[src/hdl/kwc_pkg.sv]
// Shared types and constants of the k-mer window counter.
`timescale 1ns / 1ps
package kwc_pkg;

  localparam int KEY_W     = 64;
  localparam int IDX_W     = 10;
  localparam int SYM_W     = 8;
  localparam int WS_W      = 5;
  localparam int CFG_W     = 32;
  localparam int CFG_IDX_W = 2;
  localparam int CODE_W    = 4;
  localparam int DW_OUT_W  = 11;
  localparam int CNT_OUT_W = 32;

  // Configuration register indexes
  typedef enum logic [CFG_IDX_W-1:0] {
    CFG_WORD_SIZE = 2'd0,
    CFG_MIN_COUNT = 2'd1
  } cfg_reg_e;

  // One unit of work handed from the front end to the table engine
  typedef struct packed {
    logic             rd;
    logic [KEY_W-1:0] key;
    logic [IDX_W-1:0] idx;
  } task_t;

  // Fold to upper case and map ACGRSTUWY to 0..8; MSB flags a valid letter
  function automatic logic [CODE_W:0] letter_code(input logic [SYM_W-1:0] sym);
    logic [SYM_W-1:0] up;
    logic [CODE_W:0]  res;
    up = (sym >= 8'h61 && sym <= 8'h7A) ? sym - 8'd32 : sym;
    unique case (up)
      8'h41:   res = {1'b1, 4'd0};
      8'h43:   res = {1'b1, 4'd1};
      8'h47:   res = {1'b1, 4'd2};
      8'h52:   res = {1'b1, 4'd3};
      8'h53:   res = {1'b1, 4'd4};
      8'h54:   res = {1'b1, 4'd5};
      8'h55:   res = {1'b1, 4'd6};
      8'h57:   res = {1'b1, 4'd7};
      8'h59:   res = {1'b1, 4'd8};
      default: res = '0;
    endcase
    return res;
  endfunction

endpackage

[src/hdl/kwc_front.sv]
// Front end: letter coding, sliding window, valid run, task issue.
`timescale 1ns / 1ps
module kwc_front #(
  parameter int MAX_WORD = 16
) (
  input  logic                        clk_i,
  input  logic                        rst_ni,
  input  logic                        accept_i,
  input  logic                        cmd_i,
  input  logic [kwc_pkg::SYM_W-1:0]   symbol_i,
  input  logic                        end_of_read_i,
  input  logic [kwc_pkg::IDX_W-1:0]   entry_index_i,
  input  logic [kwc_pkg::WS_W-1:0]    word_size_i,
  output logic                        push_o,
  output kwc_pkg::task_t              task_o
);
  import kwc_pkg::*;

  localparam int WW   = 4 * MAX_WORD;
  localparam int RUNW = $clog2(MAX_WORD + 1);

  logic [WW-1:0]     win_q, win_d, win_n, mask;
  logic [RUNW-1:0]   run_q, run_d, run_n;
  logic [CODE_W:0]   lc;
  logic [WS_W-1:0]   ws_c;
  logic              form;

  // Clamp word size to 1..MAX_WORD
  always_comb begin
    if (word_size_i == '0) begin
      ws_c = WS_W'(1);
    end else if (32'(word_size_i) > MAX_WORD) begin
      ws_c = WS_W'(MAX_WORD);
    end else begin
      ws_c = word_size_i;
    end
    for (int i = 0; i < MAX_WORD; i++) begin
      mask[4*i +: 4] = (i < 32'(ws_c)) ? 4'hF : 4'h0;
    end
  end

  // Shift in the new code, or restart on a non-letter or at end of read
  always_comb begin
    lc = letter_code(symbol_i);
    if (lc[CODE_W]) begin
      win_n = (win_q << 4) | WW'(lc[CODE_W-1:0]);
      run_n = (32'(run_q) < MAX_WORD) ? run_q + RUNW'(1) : run_q;
      form  = 6'(run_n) >= 6'(ws_c);
    end else begin
      win_n = '0;
      run_n = '0;
      form  = 1'b0;
    end
    win_d = win_q;
    run_d = run_q;
    if (accept_i && !cmd_i) begin
      win_d = end_of_read_i ? '0 : win_n;
      run_d = end_of_read_i ? '0 : run_n;
    end
  end

  assign push_o     = accept_i && (cmd_i || form);
  assign task_o.rd  = cmd_i;
  assign task_o.key = KEY_W'(win_n & mask);
  assign task_o.idx = entry_index_i;

  always_ff @(posedge clk_i or negedge rst_ni) begin
    if (!rst_ni) begin
      win_q <= '0;
      run_q <= '0;
    end else begin
      win_q <= win_d;
      run_q <= run_d;
    end
  end
endmodule

[config.mk]
export PLATFORM = sky130hd
export DESIGN_NAME = kwc_front
export DESIGN_NICKNAME = d
export VERILOG_FILES = /design/src/hdl/kwc_pkg.sv /design/src/hdl/kwc_front.sv
export SDC_FILE = /design/constraint.sdc
export NUM_CORES = 1
export LEC_CHECK = 0
export BUFFER_PORTS_ARGS = -buffer_cell sky130_fd_sc_hd__buf_2
export CORE_MARGIN = 2
export CORE_UTILIZATION = 44
export CTS_BUF_LIST = sky130_fd_sc_hd__clkbuf_8
export CTS_CLUSTER_SIZE = 40
export DETAILED_ROUTE_END_ITERATION = 16
export HOLD_SLACK_MARGIN = 0.03
export PLACE_DENSITY = 0.75
export SETUP_SLACK_MARGIN = 0.2
export SYNTH_ARGS = -nofsm -noshare
export SYNTH_HDL_FRONTEND = slang
export SYNTH_SLANG_ARGS = --single-unit
[constraint.sdc]
create_clock -name clk_i -period 2.8 [get_ports clk_i]
set_input_delay 0 -clock clk_i [delete_from_list [all_inputs] [get_ports clk_i]]
set_output_delay 0 -clock clk_i [all_outputs]
set_load 0.005 [all_outputs]
**After elaboration in Yosys (flattened, before gate mapping)**

Cells that the tools add are included.

- $add $sub $neg: 2
- $lt $le $gt $ge: 21
- Eq/ne operators: 9
- Mux-type cells: 26
- Bitwise gates (word level): 2
- Reduce and logical (&&, ||, !) cells: 6

Operator list:

| kind | count |
|---|---|
| $eq A8 B7 Y1 const B | 9 |
| $and A64 B64 Y64 | 1 |
| $mux W4 | 16 |
| $mux W64 | 1 |
| $or A64 B4 Y64 | 1 |
| $mux W60 | 1 |
| $pmux W5 S9 | 1 |
| $lt A4 B5 Y1 const A | 8 |
| $mux W5 | 5 |
| $lt A3 B5 Y1 const A | 4 |
| $lt A1 B5 Y1 const A | 2 |
| $lt A2 B5 Y1 const A | 2 |
| $ge A8 B7 Y1 const B | 1 |
| $le A8 B7 Y1 const B | 1 |
| $mux W8 | 1 |
| $sub A8 B6 Y8 const B | 1 |
| $add A5 B1 Y5 const B | 1 |
| $ge A5 B5 Y1 | 1 |
| $gt A5 B5 Y1 const B | 1 |
| $logic_not A5 Y1 | 1 |
| $lt A5 B5 Y1 const B | 1 |
| $logic_and A1 B1 Y1 | 3 |
| $logic_not A1 Y1 | 1 |
| $logic_or A1 B1 Y1 | 1 |
| $mux W1 | 1 |

- Bits in registers: 65
- Output and inout port bits: 76
- Logic and storage cells: 68

**Longest topological paths before layout**

Gate-level depths: netlist (run 1).

- Depth in word-level cells: 8
- Mapped depth: 9
- Depth with buffers taken out: 8

**Least setup slack after synthesis (run 1)**

Ideal clock, no wire load.

- Path kind: reg-to-output
- From: reg run_q[0]
- To: out push_o
- Data arrival time: 1.745 ns
- Data required time: 2.800 ns
- Setup slack: 1.055 ns
- Stages on the path, launching flop included: 8
- Cells stage by stage: dfrtp_1 ha_1 mux2_2 ha_1 o21ai_0 a21o_1 a21oi_1 o221a_1

- Cells in the longest elaborated chain, start to end: 6
- Elaborated cells on any way between the ends: 7

Ends and longest elaborated chain:

| item | RTL line | source |
|---|---|---|
| start, declared | kwc_front.sv:23 | `logic [RUNW-1:0] run_q, run_d, run_n;` |
| start signal, assigned | kwc_front.sv:73 | `run_q <= run_d;` |
| $add A5 B1 Y5 or $lt A5 B5 Y1 (tied branches) | kwc_front.sv:47 | `run_n = (32'(run_q) < MAX_WORD) ? run_q + RUNW'(1) : run_q;` |
| $mux W5 (*) | kwc_front.sv:47 |  |
| $ge A5 B5 Y1 (*) | kwc_front.sv:48 | `form = 6'(run_n) >= 6'(ws_c);` |
| $mux W1 (*) | kwc_front.sv:45 | `if (lc[CODE_W]) begin` |
| $logic_or A1 B1 Y1 (*) | kwc_front.sv:62 | `assign push_o = accept_i && (cmd_i \|\| form);` |
| $logic_and A1 B1 Y1 (*) | kwc_front.sv:62 |  |
| end, declared | kwc_front.sv:14 | `output logic push_o,` |

Every way passes the cells marked *; elsewhere a longest branch is shown, timed or not.

**Worst setup path after layout (run 1)**

Same ends and word-level chain as after synthesis.

==> results.txt, run 1 <==
Min Tclk post-route - 2.40 ns
Top_reg_cell synth - dfrtp_1
F_max - 0.417 GHz
Syn. warnings - 0
Hold path endpoint - run_q[0]
Sequential share of power - 49.5%
Status - finished, final reports clean
Initial antenna violation count - 0
Via density - 5.79
First-pass GRT wire length - 13.2 mm
Cell row count - 32
TritonCTS clock tree - yes
Slack of the worst reg-to-reg path - 1.45 ns
Root Buffer - clkbuf_8
1st-iter DRT viols - 145
Switching portion of total power - 24.9%
Reg2Reg Depth - 3
Initial core utilization - 45.3%
Sink Count - 65
# resized after CTS - 0
Worst Hold Launch - end_of_read_i
ANT nets after route - 0
Hold slack - 0.0454 ns
Async set-reset flop share out of synthesis - 100%
Final Wtd Congestion - 0.795
CP required - 2.80 ns
Fin Setup TNS - 0 ns
Drt first pass iters - 4
Tot GR Track Use - 19.4%
Layout area overhead - 18.5%
Die width - 93.2 um
Maximum fanout along the worst path - 6
Mapped Cells - 311
Internal power - 1.43 mW
Vias in the first global route - 2600
Synth Area per Inst - 11.3 um2
Reg-to-reg startpoint - run_q[0]
Finished Core Util - 53.7%
Nets - 413
Diodes inserted - 0
Final hold violation count - 0
Slew @ Worst Pin - 0.833 ns
Share of layout cells above drive strength 1 - 29.0%
Worst-path clk slew - 0.07 ns
Die area - 0.00869 mm2
CTS Buffer Depth - 2
Core area - 0.00773 mm2
Most frequent cells in the layout - 83 x buf_2, 65 x dfrtp_1, 64 x a22o_1
Remaining DRCs - 0
Final setup viols - 0
H-tree depth - 3
Worst Setup End Kind - primary output
Capturing point of the worst reg2reg path - run_q[1]
Largest net degree at the start of global routing - 68
Max Slew Vio Count - 0
Tcrit/Tclk final - 85.7%
Hold Crit Depth - 3
Arr. time, crit path - 2.40 ns
Slew HR - 44.5%
Post-synthesis sequential area ratio - 46.4%
Most common cell after layout, fill and taps aside - buf_2
IO Pins - 104
Filler cells - 699
Worst Hold Class - in -> reg
Net Switching - 473 uW
Design Power - 1.90 mW
Placed inst area - 0.00383 mm2
Synth cell types - 44
Unrepaired setup endpoints after global routing - no
EDFF count, synth - 0
Clk_skew - 0.00706 ns
Die Ht - 93.2 um
Crit Path Category - reg -> out
Cell Area, Synth - 0.00350 mm2
Pwr/cell area - 458 mW/mm2
Power share of the combinational group - 8.3%
Pleak - 2.47 nW
Syn Nets - 346
Worst skew pair latency - 0.34 ns
HPWL Detailed - 5.30 mm
Post-Route WL - 8.25 mm
Clock power frac - 42.2%
#FFs+latches synth - 65
Worst vdd ir - 230 uV
CTS Buf Count - 9
Total gr overflow - 0
Via count - 2808
Final instance area - 0.00415 mm2
Routed wire length per instance - 17.0 um
Worst Setup Start Kind - register
Max-Cap Viols - 0
PortBufs - 83
cell type report:
| cell class | count | area (um2) | share of cell area, % |
|---|---|---|---|
| timing repair buffer | 100 | 573 | 13.8 |
| inverter | 3 | 11.3 | 0.271 |
| clock inverter | 6 | 66.3 | 1.60 |
| clock buffer | 10 | 138 | 3.32 |
| multi-input combinational | 199 | 1610 | 38.7 |
| sequential | 65 | 1630 | 39.2 |
| tap | 102 | 128 | 3.08 |
state kept, by name (all words and copies together) (netlist names):
name   cells
run_q      5
win_q     60
what timing repair did:
action,in CTS,in global routing
hold buffers,12,0
hold endpoints to repair,47,0
setup endpoints to repair,0,0
setup buffers,0,0
through the flow:
stage	std cells	setup slack [ns]
6_report	485	0.402
5_1_grt	485	0.293
4_1_cts	485	0.397
3_5_place_dp	457	0.811
3_3_place_gp	457	0.882
2_1_floorplan	311	1.06
critical path: stages, from the launching register on:
cell	delay, ns
dfrtp_1	0.45
ha_1	0.31
mux2_2	0.28
ha_1	0.27
o21ai_0	0.22
a21o_1	0.12
a21oi_1	0.08
o221a_1	0.23
buf_2	0.12
per-layer routing:
layer  share of wire, %  wire [um]  global-route usage (%)  up-vias
met5                  0          0                       0        -
met4                1.1         93                    6.00        0
met3                5.9        489                    2.90        8
met2                 46       3770                    29.9      106
met1                 47       3890                    28.4     1381
li1                   -          -                       -     1313
Yosys cell counts (all sizes together) (3+ instances only):
| cell type | instances | area share, % |
|---|---|---|
| a21o | 6 | 1.3 |
| a21oi | 4 | 0.68 |
| a22o | 64 | 16 |
| and3 | 32 | 5.7 |
| and3b | 8 | 2.0 |
| buf | 26 | 5.7 |
| clkbuf | 18 | 1.9 |
| dfrtp | 65 | 46 |
| ha | 7 | 2.5 |
| inv | 3 | 0.32 |
| nand2 | 6 | 0.64 |
| nand2b | 5 | 0.89 |
| nand3b | 3 | 0.64 |
| nor2 | 7 | 0.75 |
| nor3 | 3 | 0.43 |
| o211a | 20 | 5.7 |
| o21a | 3 | 0.64 |
| o21ai | 4 | 0.57 |
| or2 | 3 | 0.54 |
| xnor2 | 3 | 0.75 |
logic make-up (layout without fill, tap and decap cells):
| family | after synthesis | in the layout | share of synthesized area [%] |
|---|---|---|---|
| flip-flops | 65 | 65 | 46.4 |
| AND/OR/NAND/NOR | 75 | 75 | 13.4 |
| AO/OA/AOI/OAI | 110 | 110 | 27.9 |
| adder cells (fa/ha/maj) | 7 | 7 | 2.50 |
| buffers and inverters | 47 | 119 | 7.93 |
| multiplexers | 3 | 3 | 0.893 |
| XOR/XNOR | 4 | 4 | 1.00 |
worst max path at each step:
stage / end / start / cells after the start
2_1_floorplan: push_o / run_q[0] / 7
6_report: push_o / run_q[0] / 8
4_1_cts: push_o / run_q[0] / 8
3_3_place_gp: push_o / run_q[0] / 8
3_5_place_dp: push_o / run_q[0] / 8
5_1_grt: push_o / run_q[0] / 8
power by group through the flow:
| stage | clock network (mW) | logic [mW] | registers, mW |
|---|---|---|---|
| final | 0.803 | 0.158 | 0.941 |
| after floorplan | 0 | 0.101 | 0.959 |
| after global placement | 0 | 0.139 | 0.959 |
| after global routing | 0.863 | 0.176 | 0.940 |
| after CTS | 0.821 | 0.159 | 0.940 |
| after detailed placement | 0 | 0.143 | 0.959 |
Power figures use the tool's default switching activity.
==> run 2, diff against run 1 <==
--- a/config.mk
+++ b/config.mk
@@ -11,6 +11,7 @@
 export CTS_BUF_LIST = sky130_fd_sc_hd__clkbuf_8
 export CTS_CLUSTER_SIZE = 40
 export DETAILED_ROUTE_END_ITERATION = 16
+export GPL_TIMING_DRIVEN = 0
 export HOLD_SLACK_MARGIN = 0.03
 export PLACE_DENSITY = 0.75
 export SETUP_SLACK_MARGIN = 0.2
==> results.txt, run 2 (same netlist as run 1, synthesis figures left out) <==
Status - finished, final reports clean
Initial antenna violation count - 0 (unchanged)
Slack of the worst reg-to-reg path - 1.47 ns (+0.02 ns)
Design Power - 1.75 mW (-7.8%)
Min Tclk post-route - 2.33 ns (-0.0718 ns)
Final hold violation count - 0 (unchanged)
Capturing point of the worst reg2reg path - run_q[1]
CTS Buffer Depth - 2 (unchanged)
Most frequent cells in the layout - 91 x buf_2, 65 x dfrtp_1, 64 x a22o_1
Arr. time, crit path - 2.33 ns (-0.07 ns)
Tot GR Track Use - 20.5% (+1.1 points)
1st-iter DRT viols - 239 (+65%)
Sink Count - 65 (unchanged)
Fin Setup TNS - 0 ns (unchanged)
IO Pins - 104 (unchanged)
Diodes inserted - 0 (unchanged)
Post-Route WL - 8.73 mm (+5.9%)
Tcrit/Tclk final - 83.1% (-2.6 points)
Die width - 93.2 um (unchanged)
Cell row count - 32 (unchanged)
Root Buffer - clkbuf_8
Initial core utilization - 45.3% (unchanged)
Final Wtd Congestion - 0.802 (+0.91%)
Routed wire length per instance - 16.9 um (-0.48%)
Nets - 446 (+8.0%)
Slew @ Worst Pin - 0.801 ns (-0.0314 ns)
Worst skew pair latency - 0.34 ns (about the same)
Slew HR - 46.6% (+2.1 points)
Worst-path clk slew - 0.06 ns (about the same)
Most common cell after layout, fill and taps aside - buf_2
Top reg by flops - win_q
Maximum fanout along the worst path - 6 (unchanged)
Worst Hold Launch - entry_index_i[1]
Final setup viols - 0 (unchanged)
Layout area overhead - 21.2%
Worst Setup Start Kind - register
Die Ht - 93.2 um (unchanged)
Worst vdd ir - 208 uV (-9.9%)
Via count - 2955 (+5.2%)
Largest regs - win_q x60, run_q x5
CTS Buf Count - 9 (unchanged)
Core area - 0.00773 mm2 (unchanged)
Reg-to-reg startpoint - run_q[0]
Worst Setup End Kind - primary output
CP required - 2.80 ns (about the same)
Reg2Reg Depth - 3 (unchanged)
PortBufs - 86 (+3.6%)
Clk_skew - 0.00227 ns (-0.00479 ns)
Unrepaired setup endpoints after global routing - no
First-pass GRT wire length - 13.9 mm (+5.2%)
F_max - 0.430 GHz (+3.1%)
Worst Hold Class - in -> out
Max-Cap Viols - 0 (unchanged)
Hold path endpoint - task_o[1]
Largest net degree at the start of global routing - 66 (-2.9%)
H-tree depth - 3 (unchanged)
Crit Path Category - reg -> out
Hold Crit Depth - 2 (-1)
Die area - 0.00869 mm2 (unchanged)
Final cell count without fillers - 516 (+6.4%)
Vias in the first global route - 2792 (+7.4%)
Pleak - 2.56 nW (+3.5%)
Drt first pass iters - 4 (unchanged)
Total gr overflow - 0 (unchanged)
Dpl cells - 499 (+9.2%)
Largest register FFs - 60 (unchanged)
HPWL Detailed - 6.18 mm (+17%)
Placed inst area - 0.00406 mm2 (+6.2%)
Remaining DRCs - 0 (unchanged)
Final instance area - 0.00424 mm2 (+2.2%)
Max Slew Vio Count - 0 (unchanged)
TritonCTS clock tree - yes
Pwr/cell area - 413 mW/mm2 (-9.8%)
ANT nets after route - 0 (unchanged)
Share of layout cells above drive strength 1 - 31.4% (+2.4 points)
Via density - 5.73 (-1.1%)
-- run 2: cell count changes in the layout (fill, tap and decap cells not counted), sizes merged --
| cell | change |
|---|---|
| clkinvlp | -2 |
| clkinv | +2 |
| buf | +24 |
| dlygate4sd3 | -9 |
| bufinv | -1 |
| clkbuf | +17 |
-- run 2: cell type report --
cell class / instances / area, um2
Fill cell: 691 / 3480
Sequential cell: 65 / 1630
Multi-Input combinational cell: 199 / 1600
Timing Repair Buffer: 89 / 463
Buffer: 44 / 267
Tap cell: 102 / 128
Clock buffer: 9 / 124
Clock inverter: 5 / 26.3
Inverter: 3 / 11.3
-- run 2: worst max-delay path by stage --
stage / start / endpoint / slack (ns) / cells past startpoint
2_1_floorplan: run_q[0] / push_o / 1.06 / 7
3_3_place_gp: symbol_i[5] / task_o[69] / 0.83 / 9
3_5_place_dp: symbol_i[5] / task_o[22] / 0.78 / 9
4_1_cts: run_q[0] / push_o / 0.46 / 8
5_1_grt: run_q[0] / push_o / 0.35 / 8
6_report: run_q[0] / push_o / 0.47 / 8
-- run 2: per-layer routing --
layer,track usage [%],vias up,wire [um]
met5,0,-,0
met4,7.72,0,90
met3,3.55,9,677
met2,29.1,138,3900
met1,31.4,1437,4060
li1,-,1371,-
-- run 2: repair_timing --
action                                 in CTS  in global routing
gates resized for setup                     0                  0
setup endpoints to repair                   0                  0
endpoints found under the hold margin      67                  0
buffers inserted                            0                  0
hold buffers                                3                  0
-- run 2: power breakdown --
| group | internal [mW] | switching, mW | total, mW |
|---|---|---|---|
| combinational | 0.0613 | 0.110 | 0.171 |
| sequential | 0.940 | 0.00115 | 0.941 |
| clock | 0.303 | 0.338 | 0.641 |
| total | 1.30 | 0.449 | 1.75 |
-- run 2: metrics by stage --
step                hold slack (ns)  worst slack, ns  utilization (%)
global placement              0.167            0.830             52.5
floorplan                    -0.296             1.06                -
CTS                           0.167            0.462             54.9
global route                  0.170            0.346             54.9
detailed placement            0.140            0.775             52.6
finish                        0.165            0.474             54.9
-- run 2: critical path: stages (launching register included) --
cell and delay, ns:
dfrtp_1 0.44, ha_1 0.31, mux2_2 0.28, ha_1 0.27, o21ai_0 0.07, a21o_1 0.15
a21oi_1 0.14, o221a_1 0.22, buf_2 0.12
==> run 3, diff against run 2 <==
--- a/config.mk
+++ b/config.mk
@@ -5,6 +5,7 @@
 export SDC_FILE = /design/constraint.sdc
 export NUM_CORES = 1
 export LEC_CHECK = 0
+export ABC_AREA = 1
 export BUFFER_PORTS_ARGS = -buffer_cell sky130_fd_sc_hd__buf_2
 export CORE_MARGIN = 2
 export CORE_UTILIZATION = 44
@@ -13,7 +14,7 @@
 export DETAILED_ROUTE_END_ITERATION = 16
 export GPL_TIMING_DRIVEN = 0
 export HOLD_SLACK_MARGIN = 0.03
-export PLACE_DENSITY = 0.75
+export PLACE_DENSITY = 0.77
 export SETUP_SLACK_MARGIN = 0.2
 export SYNTH_ARGS = -nofsm -noshare
 export SYNTH_HDL_FRONTEND = slang
==> constraint.sdc (replaced) <==
create_clock -name clk_i -period 2.1 [get_ports clk_i]
set_input_delay 0 -clock clk_i [delete_from_list [all_inputs] [get_ports clk_i]]
set_output_delay 0 -clock clk_i [all_outputs]
set_load 0.005 [all_outputs]
==> results.txt, run 3 <==
Status - finished with violations
Failing checks - setup timing
Crit path launch - run_q[0]
Top reg by flops - win_q
Post-synthesis sequential area ratio - 43.5% (-3.0 points)
Total gr overflow - 0 (unchanged)
H-tree depth - 3 (unchanged)
IO Pins - 104 (unchanged)
Syn Nets - 533 (+54%)
Final cell count without fillers - 721 (+40%)
Slack of the worst reg-to-reg path - 0.90 ns (-0.57 ns)
Pwr/cell area - 560 mW/mm2 (+36%)
Die area - 0.00926 mm2 (+6.5%)
Sink Count - 65 (unchanged)
Mux cell area share after synthesis - 0% (-0.89 points)
Hold slack - 0.0466 ns (-0.118 ns)
Remaining DRCs - 0 (unchanged)
Initial core utilization - 45.5% (+0.21 points)
Synth Area per Inst - 7.51 um2 (-33%)
Largest net degree at the start of global routing - 66 (unchanged)
Worst skew pair latency - 0.35 ns (about the same)
TritonCTS clock tree - yes
Synth cell types - 33 (-25%)
Post-synth top cells - 116 x nand2_1, 65 x dfrtp_1, 60 x inv_1
Worst Hold Class - in -> reg
Diodes inserted - 0 (unchanged)
CTS Buf Count - 9 (unchanged)
Reg2Reg Depth - 5 (+2)
Drt first pass iters - 5 (+1)
Fin Setup TNS - -0.193 ns (-0.193 ns)
Max Slew Vio Count - 0 (unchanged)
Unrepaired setup endpoints after global routing - yes
Final Wtd Congestion - 0.952 (+19%)
F_max - 0.436 GHz
Root Buffer - clkbuf_8
Critical path buffers and inverters - 2 (+1)
Capturing point of the worst reg2reg path - run_q[4]
Maximum fanout along the worst path - 3 (-3)
CTS Buffer Depth - 2 (unchanged)
Worst Setup End Kind - primary output
Compound-Gate Fraction of Synth Area - 10.9% (-17 points)
Routed wire length per instance - 15.1 um (-11%)
Worst path max stage delay - 0.40 ns (-0.04 ns)
Die width - 96.2 um (+3.2%)
#FFs+latches synth - 65 (unchanged)
Post-synth top area cell - dfrtp_1
1st-iter DRT viols - 143 (-40%)
Slew HR - 44.6% (-2.0 points)
HPWL Detailed - 7.49 mm (+21%)
Post-Synth XOR/XNOR Area - 0.702% (-0.30 points)
Die Ht - 96.2 um (+3.2%)
Post-Route WL - 10.9 mm (+25%)
Largest regs - win_q x60, run_q x5
Most common cell after layout, fill and taps aside - nand2_1
Simple-gate area share of the yosys netlist - 30.0% (+17 points)
Largest register FFs - 60 (unchanged)
Syn. warnings - 0 (unchanged)
Setup crit end - push_o
Via density - 5.28 (-7.8%)
EDFF count, synth - 0 (unchanged)
Via count - 3806 (+29%)
Final worst setup slack - -0.193 ns (-0.667 ns)
Final setup viols - 1 (+1)
Tot GR Track Use - 24.4% (+3.9 points)
Worst-path clk slew - 0.07 ns (about the same)
Most frequent cells in the layout - 110 x nand2_1, 92 x buf_2, 65 x dfrtp_1
CP Depth - 11 (+3)
Core area - 0.00822 mm2 (+6.3%)
Slowest-stage cell, CP - dfrtp_1
Synth top area share - 43.5% (-3.0 points)
Adder-Cell Fraction of Synth Area - 2.34% (-0.16 points)
Largest family of logic cells by synthesized area - simple AND/OR/NAND/NOR gates
Crit Path Category - reg -> out
Crit path cell chain - ha_2 -> nand2_2 -> xor2_2 -> inv_2 -> ha_4 -> a21oi_2 -> o21a_1 -> o311ai_4 -> o21ai_1 -> a21oi_1 -> buf_2
Share of layout cells above drive strength 1 - 31.0% (-0.39 points)
Pleak - 2.41 nW (-5.9%)
Vias in the first global route - 3602 (+29%)
Min Tclk post-route - 2.29 ns
Most numerous cell in the Yosys netlist - nand2_1
CP top delay family - compound AO/OA/AOI/OAI gates
Clk_skew - 0.00515 ns (+0.00288 ns)
Worst vdd ir - 436 uV (+110%)
Cell row count - 33 (+3.1%)
Reg-to-reg startpoint - run_q[0]
DP Worst Slack - -0.140 ns (-0.916 ns)
Max-Cap Viols - 0 (unchanged)
Final hold violation count - 0 (unchanged)
PortBufs - 91 (+5.8%)
Cell Area, Synth - 0.00374 mm2 (+6.8%)
ANT nets after route - 0 (unchanged)
Slew @ Worst Pin - 0.831 ns (+0.0294 ns)
Tcrit/Tclk final - 109%
CP required - 2.10 ns (-0.70 ns)
Arr. time, crit path - 2.29 ns (-0.04 ns)
Async set-reset flop share out of synthesis - 100% (unchanged)
Dpl cells - 694 (+39%)
Initial antenna violation count - 0 (unchanged)
Worst Setup Start Kind - register
First-pass GRT wire length - 17.2 mm (+24%)
Top_reg_cell synth - dfrtp_1
Nets - 647 (+45%)
Top cells by area, synth - dfrtp_1 43%, nand2_1 12%, inv_1 6.0%
Layout area overhead - 29.2%
Mapped Cells - 498 (+60%)
==> run 3: report_power, final <==
| group | leakage [nW] | switching [mW] | internal [mW] | total, mW |
|---|---|---|---|---|
| clock | 0.112 | 0.484 | 0.670 | 1.15 |
| sequential | 0.908 | 0.000905 | 1.25 | 1.25 |
| combinational | 1.39 | 0.205 | 0.0948 | 0.300 |
==> run 3: final cells by class <==
type / count / area [um2]
repair buffers: 103 / 563
flip-flops and latches: 65 / 1630
fillers: 751 / 3380
clock inverters: 2 / 35.0
multi-input cells: 334 / 1830
plain buffers: 33 / 220
clock buffers: 13 / 179
inverters: 66 / 250
well taps: 105 / 131
==> run 3: worst min path at each step <==
stage / slack [ns] / cells after the start / endpoint / start
2_1_floorplan: -0.30 / 0 / run_q[0] / rst_ni
3_3_place_gp: 0.17 / 2 / task_o[3] / entry_index_i[3]
3_5_place_dp: 0.15 / 1 / win_q[58] / rst_ni
4_1_cts: 0.04 / 3 / win_q[8] / cmd_i
5_1_grt: 0.09 / 3 / win_q[8] / cmd_i
6_report: 0.05 / 3 / win_q[8] / cmd_i
==> run 3: logic make-up after synthesis <==
logic type / count (synthesis)
compound gates: 76
flops: 65
xor+xnor: 3
buf+inv: 99
fa+ha+maj: 7
simple gates: 248
==> run 3: repair_timing <==
item	CTS	global route
gates resized for setup	19	24
hold buffers	3	0
pin swaps	10	7
setup endpoints to repair	1	30
hold endpoints to repair	69	0
buffers inserted	9	0
==> run 3: stage by stage <==
stage / power, mW / util, % / cell area, um2
floorplan: 1.43 / - / 3740
global placement: 1.53 / 52.7 / 4330
detailed placement: 1.54 / 52.7 / 4330
CTS: 2.70 / 57.5 / 4720
global route: 2.80 / 58.8 / 4830
finish: 2.71 / 58.8 / 4830
==> run 3: metal layers <==
layer	vias to the layer above	GRT usage [%]	wire [um]
met5	-	0	0
met2	170	39.2	5230
met3	23	5.72	759
met1	1808	32.3	4650
li1	1805	-	-
met4	0	8.33	258
==> run 3: tightest hold or removal path, cell delays in order <==
cell	delay (ns)
buf_2	0.09
nor2_1	0.11
o21ai_0	0.16
